===== src/rtl/yrfi_pkg.sv =====
`timescale 1ns / 1ps

package yrfi_pkg;

	localparam int TAP_COUNT_DEF = 16;
	localparam int FRAC_BITS_DEF = 16;

	localparam int CFG_IDX_W = 2;
	localparam int CFG_DATA_W = 32;

	localparam logic [CFG_IDX_W-1:0] CFG_GYRO_OFFSET = 2'd0;
	localparam logic [CFG_IDX_W-1:0] CFG_RATE_GAIN = 2'd1;
	localparam logic [CFG_IDX_W-1:0] CFG_TIME_STEP = 2'd2;
	localparam logic [CFG_IDX_W-1:0] CFG_DEADBAND = 2'd3;

	localparam logic [1:0] FN_SAMPLE = 2'd0;
	localparam logic [1:0] FN_START = 2'd1;
	localparam logic [1:0] FN_STOP = 2'd2;

	localparam logic [15:0] RATE_GAIN_RST = 16'd3901;
	localparam logic [15:0] TIME_STEP_RST = 16'd5243;
	localparam logic [24:0] DEADBAND_RST = 25'd32768;

	localparam int MUL_AW = 34;
	localparam int MUL_BW = 17;
	localparam int MUL_PW = MUL_AW + MUL_BW;

	localparam logic signed [MUL_BW-1:0] K_033 = 17'sd21627;
	localparam logic signed [MUL_BW-1:0] K_07 = 17'sd45875;
	localparam logic signed [MUL_BW-1:0] K_02 = 17'sd13107;
	localparam logic signed [MUL_BW-1:0] K_01 = 17'sd6554;

	localparam int DIV_BPC = 8;
	localparam int MEAN_W = 33;

	typedef logic signed [31:0] word_t;

	function automatic word_t sat32(input logic signed [63:0] v);
		word_t r;
		if (v > 64'sh0000_0000_7FFF_FFFF) begin
			r = 32'sh7FFF_FFFF;
		end else if (v < -64'sh0000_0000_8000_0000) begin
			r = 32'sh8000_0000;
		end else begin
			r = v[31:0];
		end
		return r;
	endfunction

endpackage


===== src/rtl/yaw_rate_filter_integrator_unit.sv =====
`timescale 1ns / 1ps

// Channel  Direction  Handshake                Payload
// in       input      in_valid / in_stall      func, gyro_raw, target_deg
// out      output     out_valid / out_stall    rate_now, rate_filtered, yaw_sum, arrived,
//                                              integrating
// cfg      input      cfg_valid / cfg_ready    cfg_index, cfg_data
//
// A new gyro sample or command is not accepted until the previous one has finished; a command
// goes from idle straight to the done state. Sample processing is set by one shared multiplier
// used six times per sample and by the mean divider, which retires eight quotient bits per cycle.
// The tap line sits in a circular buffer memory; a fill count makes unwritten taps read as zero.
// Reset clears the filter registers and fill count and loads the register defaults; no clearing pass is needed.
// A stalled output word holds the block in its final state; the next word is taken only after.

module yaw_rate_filter_integrator_unit
	import yrfi_pkg::*;
#(
	parameter int TAP_COUNT = TAP_COUNT_DEF,
	parameter int FRAC_BITS = FRAC_BITS_DEF
) (
	input  logic                         clk,
	input  logic                         arst_n,

	input  logic                         in_valid,
	output logic                         in_stall,
	input  logic [1:0]                   func,
	input  logic signed [15:0]           gyro_raw,
	input  logic signed [25:0]           target_deg,

	output logic                         out_valid,
	input  logic                         out_stall,
	output logic signed [31:0]           rate_now,
	output logic signed [31:0]           rate_filtered,
	output logic signed [31:0]           yaw_sum,
	output logic                         arrived,
	output logic                         integrating,

	input  logic                         cfg_valid,
	output logic                         cfg_ready,
	input  logic [CFG_IDX_W-1:0]         cfg_index,
	input  logic [CFG_DATA_W-1:0]        cfg_data
);

	localparam int LINE_LEN = TAP_COUNT - 1;
	localparam int PTR_W = $clog2(LINE_LEN);
	localparam int FILL_W = $clog2(LINE_LEN + 1);
	localparam int CW = $clog2(TAP_COUNT);
	localparam int TSUM_W = 32 + CW;
	localparam int X_W = 34 + CW;
	localparam int DIV_D = 2 * TAP_COUNT;
	localparam int REM_W = $clog2(DIV_D) + 1;
	localparam int R1_W = REM_W + 1;
	localparam int DIV_ITER = (X_W + DIV_BPC - 1) / DIV_BPC;
	localparam int DIVA_W = DIV_ITER * DIV_BPC;
	localparam int DCNT_W = $clog2(DIV_ITER + 1);
	localparam int UP = (FRAC_BITS >= 16) ? FRAC_BITS - 16 : 0;
	localparam int DN = (FRAC_BITS < 16) ? 16 - FRAC_BITS : 0;
	localparam logic signed [63:0] RATE_RND = (64'sd1 <<< DN) >>> 1;

	localparam int ST_W = 5;
	localparam logic [ST_W-1:0] S_IDLE = 5'd0;
	localparam logic [ST_W-1:0] S_RATE_MUL = 5'd1;
	localparam logic [ST_W-1:0] S_RATE = 5'd2;
	localparam logic [ST_W-1:0] S_REC_MUL = 5'd3;
	localparam logic [ST_W-1:0] S_REC = 5'd4;
	localparam logic [ST_W-1:0] S_SUM = 5'd5;
	localparam logic [ST_W-1:0] S_DIV_LD = 5'd6;
	localparam logic [ST_W-1:0] S_DIV = 5'd7;
	localparam logic [ST_W-1:0] S_MEAN = 5'd8;
	localparam logic [ST_W-1:0] S_BL0 = 5'd9;
	localparam logic [ST_W-1:0] S_BL1 = 5'd10;
	localparam logic [ST_W-1:0] S_BL2 = 5'd11;
	localparam logic [ST_W-1:0] S_BL3 = 5'd12;
	localparam logic [ST_W-1:0] S_FILT = 5'd13;
	localparam logic [ST_W-1:0] S_YAW_MUL = 5'd14;
	localparam logic [ST_W-1:0] S_YAW = 5'd15;
	localparam logic [ST_W-1:0] S_ARR = 5'd16;
	localparam logic [ST_W-1:0] S_DONE = 5'd17;

	logic [ST_W-1:0]             st_q;
	logic                        out_valid_q;

	logic signed [15:0]          offset_q;
	logic [15:0]                 gain_q;
	logic [15:0]                 tstep_q;
	logic [24:0]                 deadband_q;

	word_t                       tap_mem [LINE_LEN];
	word_t                       rd_q;
	logic [PTR_W-1:0]            wptr_q;
	logic [FILL_W-1:0]           fill_q;
	logic signed [TSUM_W-1:0]    tsum_q;
	word_t                       last_q;
	word_t                       rec_q;
	word_t                       h0_q;
	word_t                       h1_q;
	word_t                       yaw_q;
	word_t                       target_q;
	logic                        int_q;
	logic [DCNT_W-1:0]           div_cnt_q;

	logic signed [16:0]          diff_q;
	logic signed [MUL_PW-1:0]    mul_q;
	logic signed [MUL_AW-1:0]    sum1_q;
	logic signed [X_W-1:0]       x_q;
	logic [DIVA_W-1:0]           div_a_q;
	logic [DIVA_W-1:0]           div_quo_q;
	logic [REM_W-1:0]            div_rem_q;
	logic                        div_neg_q;
	logic signed [MEAN_W-1:0]    mean_q;
	logic signed [MUL_PW-1:0]    acc_q;
	logic                        yaw_en_q;
	word_t                       rate_q;
	logic                        arr_q;

	logic signed [MUL_AW-1:0]    mul_a;
	logic signed [MUL_BW-1:0]    mul_b;
	word_t                       rate_c;
	word_t                       oldest_c;
	logic signed [TSUM_W-1:0]    tsum_c;
	logic signed [MUL_AW-1:0]    sum1_c;
	word_t                       rec_c;
	logic signed [X_W-1:0]       x_c;
	logic [DIVA_W-1:0]           a_c;
	logic [REM_W-1:0]            rem_c;
	logic [DIV_BPC-1:0]          qb_c;
	logic signed [MEAN_W-1:0]    mean_c;
	word_t                       filt_c;
	logic [32:0]                 mag_c;
	word_t                       yaw_c;
	logic signed [32:0]          neg_yaw_c;
	logic signed [32:0]          target_ext_c;
	logic                        arr_c;
	logic                        tap_full;
	logic                        out_free;

	assign in_stall = (st_q != S_IDLE);
	assign out_valid = out_valid_q;
	assign cfg_ready = 1'b1;
	assign tap_full = (fill_q == FILL_W'(LINE_LEN));
	assign out_free = !out_valid_q || !out_stall;

	always_comb begin
		case (st_q)
			S_RATE_MUL: begin
				mul_a = MUL_AW'(diff_q);
				mul_b = $signed({1'b0, gain_q});
			end
			S_REC_MUL: begin
				mul_a = sum1_q;
				mul_b = K_033;
			end
			S_BL0: begin
				mul_a = MUL_AW'(mean_q);
				mul_b = K_07;
			end
			S_BL1: begin
				mul_a = MUL_AW'(h1_q);
				mul_b = K_02;
			end
			S_BL2: begin
				mul_a = MUL_AW'(h0_q);
				mul_b = K_01;
			end
			S_YAW_MUL: begin
				mul_a = MUL_AW'(h1_q);
				mul_b = $signed({1'b0, tstep_q});
			end
			default: begin
				mul_a = '0;
				mul_b = '0;
			end
		endcase
	end

	always_comb begin
		rate_c = sat32(((64'(mul_q) + RATE_RND) >>> DN) <<< UP);
		oldest_c = tap_full ? rd_q : '0;
		tsum_c = tsum_q + TSUM_W'(rate_c) - TSUM_W'(oldest_c);
		sum1_c = MUL_AW'(rec_q) + MUL_AW'(rate_c) + MUL_AW'(last_q);
		rec_c = sat32((64'(mul_q) + 64'sd32768) >>> 16);
		x_c = ((X_W'(rec_q) + X_W'(tsum_q)) <<< 1) + X_W'(TAP_COUNT);
		if (x_q[X_W-1]) begin
			a_c = DIVA_W'(DIV_D - 1) - DIVA_W'(x_q);
		end else begin
			a_c = DIVA_W'(x_q);
		end
		mean_c = div_neg_q ? -$signed(div_quo_q[MEAN_W-1:0]) : $signed(div_quo_q[MEAN_W-1:0]);
		filt_c = sat32((64'(acc_q) + 64'sd32768) >>> 16);
		mag_c = h1_q[31] ? (33'd0 - 33'(h1_q)) : 33'(h1_q);
		yaw_c = sat32(64'(yaw_q) + ((64'(mul_q) + 64'sd524288) >>> 20));
		neg_yaw_c = 33'sd0 - 33'(yaw_q);
		target_ext_c = 33'(target_q);
		arr_c = (target_q > 32'sd0 && neg_yaw_c > target_ext_c)
			|| (target_q < 32'sd0 && neg_yaw_c < target_ext_c);
	end

	always_comb begin
		logic [REM_W-1:0] rem_v;
		logic [R1_W-1:0] r_v;
		rem_v = div_rem_q;
		qb_c = '0;
		for (int i = 0; i < DIV_BPC; i++) begin
			r_v = {rem_v, div_a_q[DIVA_W-1-i]};
			if (r_v >= R1_W'(DIV_D)) begin
				rem_v = REM_W'(r_v - R1_W'(DIV_D));
				qb_c[DIV_BPC-1-i] = 1'b1;
			end else begin
				rem_v = REM_W'(r_v);
			end
		end
		rem_c = rem_v;
	end

	always_ff @(posedge clk) begin
		rd_q <= tap_mem[wptr_q];
		if (st_q == S_RATE) begin
			tap_mem[wptr_q] <= rate_c;
		end
	end

	always_ff @(posedge clk or negedge arst_n) begin
		if (!arst_n) begin
			st_q <= S_IDLE;
			out_valid_q <= 1'b0;
			offset_q <= '0;
			gain_q <= RATE_GAIN_RST;
			tstep_q <= TIME_STEP_RST;
			deadband_q <= DEADBAND_RST;
			wptr_q <= '0;
			fill_q <= '0;
			tsum_q <= '0;
			last_q <= '0;
			rec_q <= '0;
			h0_q <= '0;
			h1_q <= '0;
			yaw_q <= '0;
			target_q <= '0;
			int_q <= 1'b0;
			div_cnt_q <= '0;
		end else begin
			if (cfg_valid) begin
				case (cfg_index)
					CFG_GYRO_OFFSET: offset_q <= cfg_data[15:0];
					CFG_RATE_GAIN: gain_q <= cfg_data[15:0];
					CFG_TIME_STEP: tstep_q <= cfg_data[15:0];
					CFG_DEADBAND: deadband_q <= cfg_data[24:0];
					default: ;
				endcase
			end

			if (st_q == S_DONE && out_free) begin
				out_valid_q <= 1'b1;
			end else if (!out_stall) begin
				out_valid_q <= 1'b0;
			end

			case (st_q)
				S_IDLE: begin
					if (in_valid) begin
						case (func)
							FN_SAMPLE: st_q <= S_RATE_MUL;
							FN_START: begin
								target_q <= 32'(target_deg);
								int_q <= 1'b1;
								st_q <= S_DONE;
							end
							FN_STOP: begin
								yaw_q <= '0;
								int_q <= 1'b0;
								st_q <= S_DONE;
							end
							default: st_q <= S_DONE;
						endcase
					end
				end
				S_RATE_MUL: st_q <= S_RATE;
				S_RATE: begin
					tsum_q <= tsum_c;
					last_q <= rate_c;
					wptr_q <= (wptr_q == PTR_W'(LINE_LEN - 1)) ? '0 : wptr_q + 1'b1;
					if (!tap_full) begin
						fill_q <= fill_q + 1'b1;
					end
					st_q <= S_REC_MUL;
				end
				S_REC_MUL: st_q <= S_REC;
				S_REC: begin
					rec_q <= rec_c;
					st_q <= S_SUM;
				end
				S_SUM: st_q <= S_DIV_LD;
				S_DIV_LD: begin
					div_cnt_q <= DCNT_W'(DIV_ITER);
					st_q <= S_DIV;
				end
				S_DIV: begin
					div_cnt_q <= div_cnt_q - 1'b1;
					if (div_cnt_q == DCNT_W'(1)) begin
						st_q <= S_MEAN;
					end
				end
				S_MEAN: st_q <= S_BL0;
				S_BL0: st_q <= S_BL1;
				S_BL1: st_q <= S_BL2;
				S_BL2: st_q <= S_BL3;
				S_BL3: st_q <= S_FILT;
				S_FILT: begin
					h0_q <= h1_q;
					h1_q <= filt_c;
					st_q <= S_YAW_MUL;
				end
				S_YAW_MUL: st_q <= S_YAW;
				S_YAW: begin
					if (yaw_en_q) begin
						yaw_q <= yaw_c;
					end
					st_q <= S_ARR;
				end
				S_ARR: begin
					if (arr_c) begin
						target_q <= '0;
						yaw_q <= '0;
						int_q <= 1'b0;
					end
					st_q <= S_DONE;
				end
				S_DONE: begin
					if (out_free) begin
						st_q <= S_IDLE;
					end
				end
				default: st_q <= S_IDLE;
			endcase
		end
	end

	always_ff @(posedge clk) begin
		mul_q <= mul_a * mul_b;
		case (st_q)
			S_IDLE: begin
				diff_q <= 17'(gyro_raw) - 17'(offset_q);
				rate_q <= '0;
				arr_q <= 1'b0;
			end
			S_RATE: begin
				rate_q <= rate_c;
				sum1_q <= sum1_c;
			end
			S_SUM: x_q <= x_c;
			S_DIV_LD: begin
				div_a_q <= a_c;
				div_neg_q <= x_q[X_W-1];
				div_rem_q <= '0;
				div_quo_q <= '0;
			end
			S_DIV: begin
				div_a_q <= div_a_q << DIV_BPC;
				div_quo_q <= {div_quo_q[DIVA_W-DIV_BPC-1:0], qb_c};
				div_rem_q <= rem_c;
			end
			S_MEAN: mean_q <= mean_c;
			S_BL1: acc_q <= mul_q;
			S_BL2: acc_q <= acc_q + mul_q;
			S_BL3: acc_q <= acc_q + mul_q;
			S_YAW_MUL: yaw_en_q <= int_q && (mag_c > 33'(deadband_q));
			S_ARR: arr_q <= arr_c;
			S_DONE: begin
				if (out_free) begin
					rate_now <= rate_q;
					rate_filtered <= h1_q;
					yaw_sum <= yaw_q;
					arrived <= arr_q;
					integrating <= int_q;
				end
			end
			default: ;
		endcase
	end

`ifndef SYNTHESIS
	a_fill_range: assert property (@(posedge clk) disable iff (!arst_n)
		fill_q <= FILL_W'(LINE_LEN))
		else $error("tap fill count beyond line length");

	a_ptr_tracks_fill: assert property (@(posedge clk) disable iff (!arst_n)
		!tap_full |-> wptr_q == PTR_W'(fill_q))
		else $error("write pointer out of step with fill count");

	a_arrival_clears: assert property (@(posedge clk) disable iff (!arst_n)
		out_valid && arrived |-> !integrating && yaw_sum == 32'sd0)
		else $error("arrival word without cleared yaw and integration");

	a_div_count: assert property (@(posedge clk) disable iff (!arst_n)
		st_q == S_DIV |-> div_cnt_q != '0)
		else $error("mean divider running with empty count");
`endif

endmodule

===== config.mk =====
export PLATFORM = sky130hd
export DESIGN_NAME = yaw_rate_filter_integrator_unit
export DESIGN_NICKNAME = d
export VERILOG_FILES = /design/src/rtl/yrfi_pkg.sv /design/src/rtl/yaw_rate_filter_integrator_unit.sv
export SDC_FILE = /design/constraint.sdc
export NUM_CORES = 2
export LEC_CHECK = 0
export BUFFER_PORTS_ARGS = -buffer_cell sky130_fd_sc_hd__buf_2
export CORE_MARGIN = 4
export CORE_UTILIZATION = 35
export CTS_CLUSTER_DIAMETER = 120
export CTS_CLUSTER_SIZE = 24
export DETAILED_ROUTE_END_ITERATION = 10
export GPL_ROUTABILITY_DRIVEN = 1
export SLEW_MARGIN = 30
export SYNTH_ARGS = -nofsm -noshare
export SYNTH_HDL_FRONTEND = slang
export SYNTH_SLANG_ARGS = --single-unit

===== constraint.sdc =====
create_clock -name clk -period 10.3 [get_ports clk]
set_input_delay 0.515 -clock clk [delete_from_list [all_inputs] [get_ports clk]]
set_output_delay 0.515 -clock clk [all_outputs]
set_load 0.1 [all_outputs]

==> impl_metrics.py <==
metrics = {
    "run_status": {
        "status": "finished clean",
    },
    "global_route": {
        "antenna_found_initial": 9,
        "grt_pass1_vias": 59600,
        "grt_max_degree": 147,
        "grt_pass1_wl_mm": 374,
        "globalRouteOverflowTotal": 0,
        "track_usage": 0.196,
    },
    "placed_design": {
        "io_buffer_count": 175,
        "place_hpwl_mm": 188,
        "gp_congestion": 0.959,
    },
    "critical_path": {
        "endpoint_kind": "flop",
        "worstSetupPathType": "reg -> reg",
        "ff2ff_path_depth": 27,
        "r2r_start": "st_q[2]",
        "critPathTopFamily": "adder cells",
        "critPathLaunch": "st_q[2]",
        "worst_ep_arrival_time_ns": 10.18,
        "crit_buf_inv": 4,
        "cp_common_cell": "fa_1",
        "critical_path_depth": 27,
        "critical-path-max-stage-delay_ns": 0.78,
        "crit_required_ns": 10.91,
        "cp_max_fo": 14,
        "cp_slowest_cell": "a32o_1",
        "start_kind": "flop",
    },
    "clock_tree": {
        "max-clock-path-buffers": 3,
        "cts_tree": "yes",
        "cts_root_buf": "clkbuf_16",
        "cts_inserted_buffers": 67,
        "cts_sinks": 1260,
        "cts_resized": 0,
        "cts.htree.levels": 3,
        "clk_latency_ns": 0.75,
        "clk_pin_slew_ns": 0.10,
    },
    "logic_synthesis": {
        "synthCells": 7736,
        "syn_avg_cell_area_um2": 10.9,
        "syn_area_mm2": 0.0840,
        "syn_nets": 8803,
        "synth-seq-cells": 1260,
        "yosysWarnings": 0,
        "ys.flop_type": "edfxtp_1",
        "yosys.cell_types.count": 115,
        "synth-async-reset-ratio": 0.248,
        "synth-seq-area-share": 0.422,
        "synth_edf_count": 864,
    },
    "sta": {
        "slew_headroom": 0.282,
        "skew_ns": 0.0497,
        "max_freq_ghz": 0.105,
        "finalSetupViolations": 0,
        "final_max_slew_viol_count": 0,
        "timing.final.crit_share": 0.929,
        "tns_ns": 0,
        "fin_crit_ns": 9.57,
        "hold_violations": 0,
        "worstMarginPinSlew_ns": 1.07,
        "rsz0062_at_grt": "no",
    },
    "floorplanning": {
        "start_util": 0.352,
        "rows": 179,
        "fp.dieW_um": 498,
        "die-area_mm2": 0.248,
        "die_height_um": 498,
        "core_mm2": 0.238,
        "num_io_pins": 184,
    },
    "layout": {
        "syn_to_final_growth_pct": 9.02,
        "final_nets": 8883,
        "drive_gt1_frac": 0.0957,
        "nFillCells": 23100,
        "multi_input_area_mm2": 0.0439,
        "register_area_mm2": 0.0355,
    },
    "route": {
        "vias": 58400,
        "firstDrtPassIters": 6,
        "routed_via_density": 5.29,
        "wirelength_mm": 245,
        "wl_per_cell_um": 22.2,
        "drt_iter0_markers": 5165,
        "detail-route-antenna-nets": 0,
        "drc_errors": 0,
    },
    "min_path": {
        "hold_depth": 3,
        "hp-start": "target_deg[0]",
        "hold_path_class": "in -> reg",
    },
    "run": {
        "drv_cap": 0,
    },
}
## worst register-to-register path, stage by stage, from the launching register on
cell      delay (ns)
dfrtp_1         0.61
nand2b_1        0.23
or2_2           0.38
nor2_2          0.59
a32o_1          0.79
buf_4           0.36
nand2_1         0.11
fa_1            0.52
fa_1            0.40
fa_1            0.49
inv_1           0.05
fa_1            0.49
fa_1            0.58
inv_1           0.07
fa_1            0.53
inv_1           0.04
ha_1            0.35
and3_1          0.22
and3_1          0.23
a311o_1         0.35
a31oi_1         0.18
a31oi_1         0.17
nor2_1          0.24
o31a_1          0.34
o31ai_1         0.14
o41ai_1         0.64
o41ai_1         0.16
xor2_1          0.17
## logic make-up after synthesis
logic type / after synthesis / share of synthesized area
simple gates: 2140 / 0.118
compound gates: 1354 / 0.106
buf+inv: 1302 / 0.0589
flops: 1260 / 0.422
fa+ha+maj: 986 / 0.200
xor+xnor: 463 / 0.0484
mux: 230 / 0.0474
other cells: 1 / 0.0000447
## path summary, 6_finish.rpt
kind	to	slack, ns
max	mul_q[48]	0.73
min reg2reg	rate_now[8]	0.43
min	target_q[0]	0.07
max in group asynchronous	gain_q[11]	8.06
max reg2reg	mul_q[48]	0.73
min in group asynchronous	target_q[6]	0.30
## repair_timing
| item | 4_1_cts | 5_1_grt |
|---|---|---|
| hold endpoints to repair | 94 | 0 |
| setup buffers | 0 | 0 |
| hold buffers | 36 | 0 |
## area by class of cell
cell class | count | share of cell area
inverters | 948 | 0.0389
repair buffers | 365 | 0.0273
well taps | 3167 | 0.0433
multi-input cells | 5174 | 0.480
clock buffers | 108 | 0.0206
clock inverters | 14 | 0.00279
flip-flops and latches | 1260 | 0.388
diodes | 2 | 0.0000547
## layer usage
metal  GRT usage  part of all wire  vias up
met2       0.318              0.46     1884
met3      0.0395             0.073      358
met4      0.0722             0.042        0
met1       0.260              0.42    29500
li1            -                 -    26700
met5           0                 0        -
## stage by stage
| stage | instance area [µm²] | std cells | worst slack, ns | hold slack [ns] | utilization |
|---|---|---|---|---|---|
| finish | 91500 | 11000 | 0.734 | 0.0669 | 0.384 |
| global route | 91500 | 11000 | 0.317 | 0.0476 | 0.384 |
| CTS | 91400 | 11000 | 0.765 | 0.00117 | 0.384 |
| detailed placement | 88900 | 10900 | 0.794 | 0.405 | 0.373 |
| global placement | 88900 | 10900 | 0.889 | 0.406 | 0.373 |
| floorplan | 84000 | 7736 | 1.79 | 0.219 | - |
## synth_stat cells (15+ instances only)
cell type,instances,area (µm²)
or4_1,15,113
o21bai_1,34,255
clkbuf_1,291,1090
o22a_1,30,263
a21o_1,162,1220
nand2b_1,68,425
nor4_1,24,150
o21a_1,48,360
nand2_1,887,3330
nand3_1,160,801
and4_1,23,201
dfxtp_1,83,1660
ha_1,395,4940
a21oi_1,305,1530
a221o_1,28,280
xor2_1,169,1480
mux4_2,128,2880
mux2i_1,40,400
buf_1,27,101
fa_1,589,11800
o211ai_1,44,330
dfrtp_1,295,7380
and3_1,73,457
a221oi_1,28,245
or2_2,19,119
a211oi_1,31,233
nor2_1,501,1880
o21ai_0,363,1820
buf_2,30,150
and2_1,67,419
o31ai_1,48,360
nor2b_1,41,257
nand4_1,75,469
o41ai_1,17,149
or3_1,35,219
a22oi_1,28,210
edfxtp_1,864,25900
mux2_2,61,687
dfstp_2,18,473
inv_1,947,3550
xnor2_1,293,2570
a31oi_1,38,238
nor3_1,90,450
## cells in the final DEF (no fill, tap or decap), drive strengths merged, types with 295 or more instances in the layout
cell,n
dfrtp,295
buf,329
inv,958
edfxtp,864
a21oi,306
ha,395
o21ai,371
nor2,501
nand2,887
fa,589
## registers in the layout, indices dropped and copies added, names as in the netlist, 17 cells and up
signal,flops
diff_q,17
rate_now,32
deadband_q,25
yaw_sum,32
div_quo_q,33
mean_q,33
sum1_q,34
tsum_q,36
rec_q,32
yaw_q,32
x_q,37
acc_q,51
rd_q,32
target_q,26
h0_q,32
h1_q,32
mul_q,51
rate_filtered,32
div_a_q,40
tap_mem,480
rate_q,32
last_q,32
Power is not shown: default switching activity piles up to over one toggle a cycle in this logic, so the estimate is an artifact.
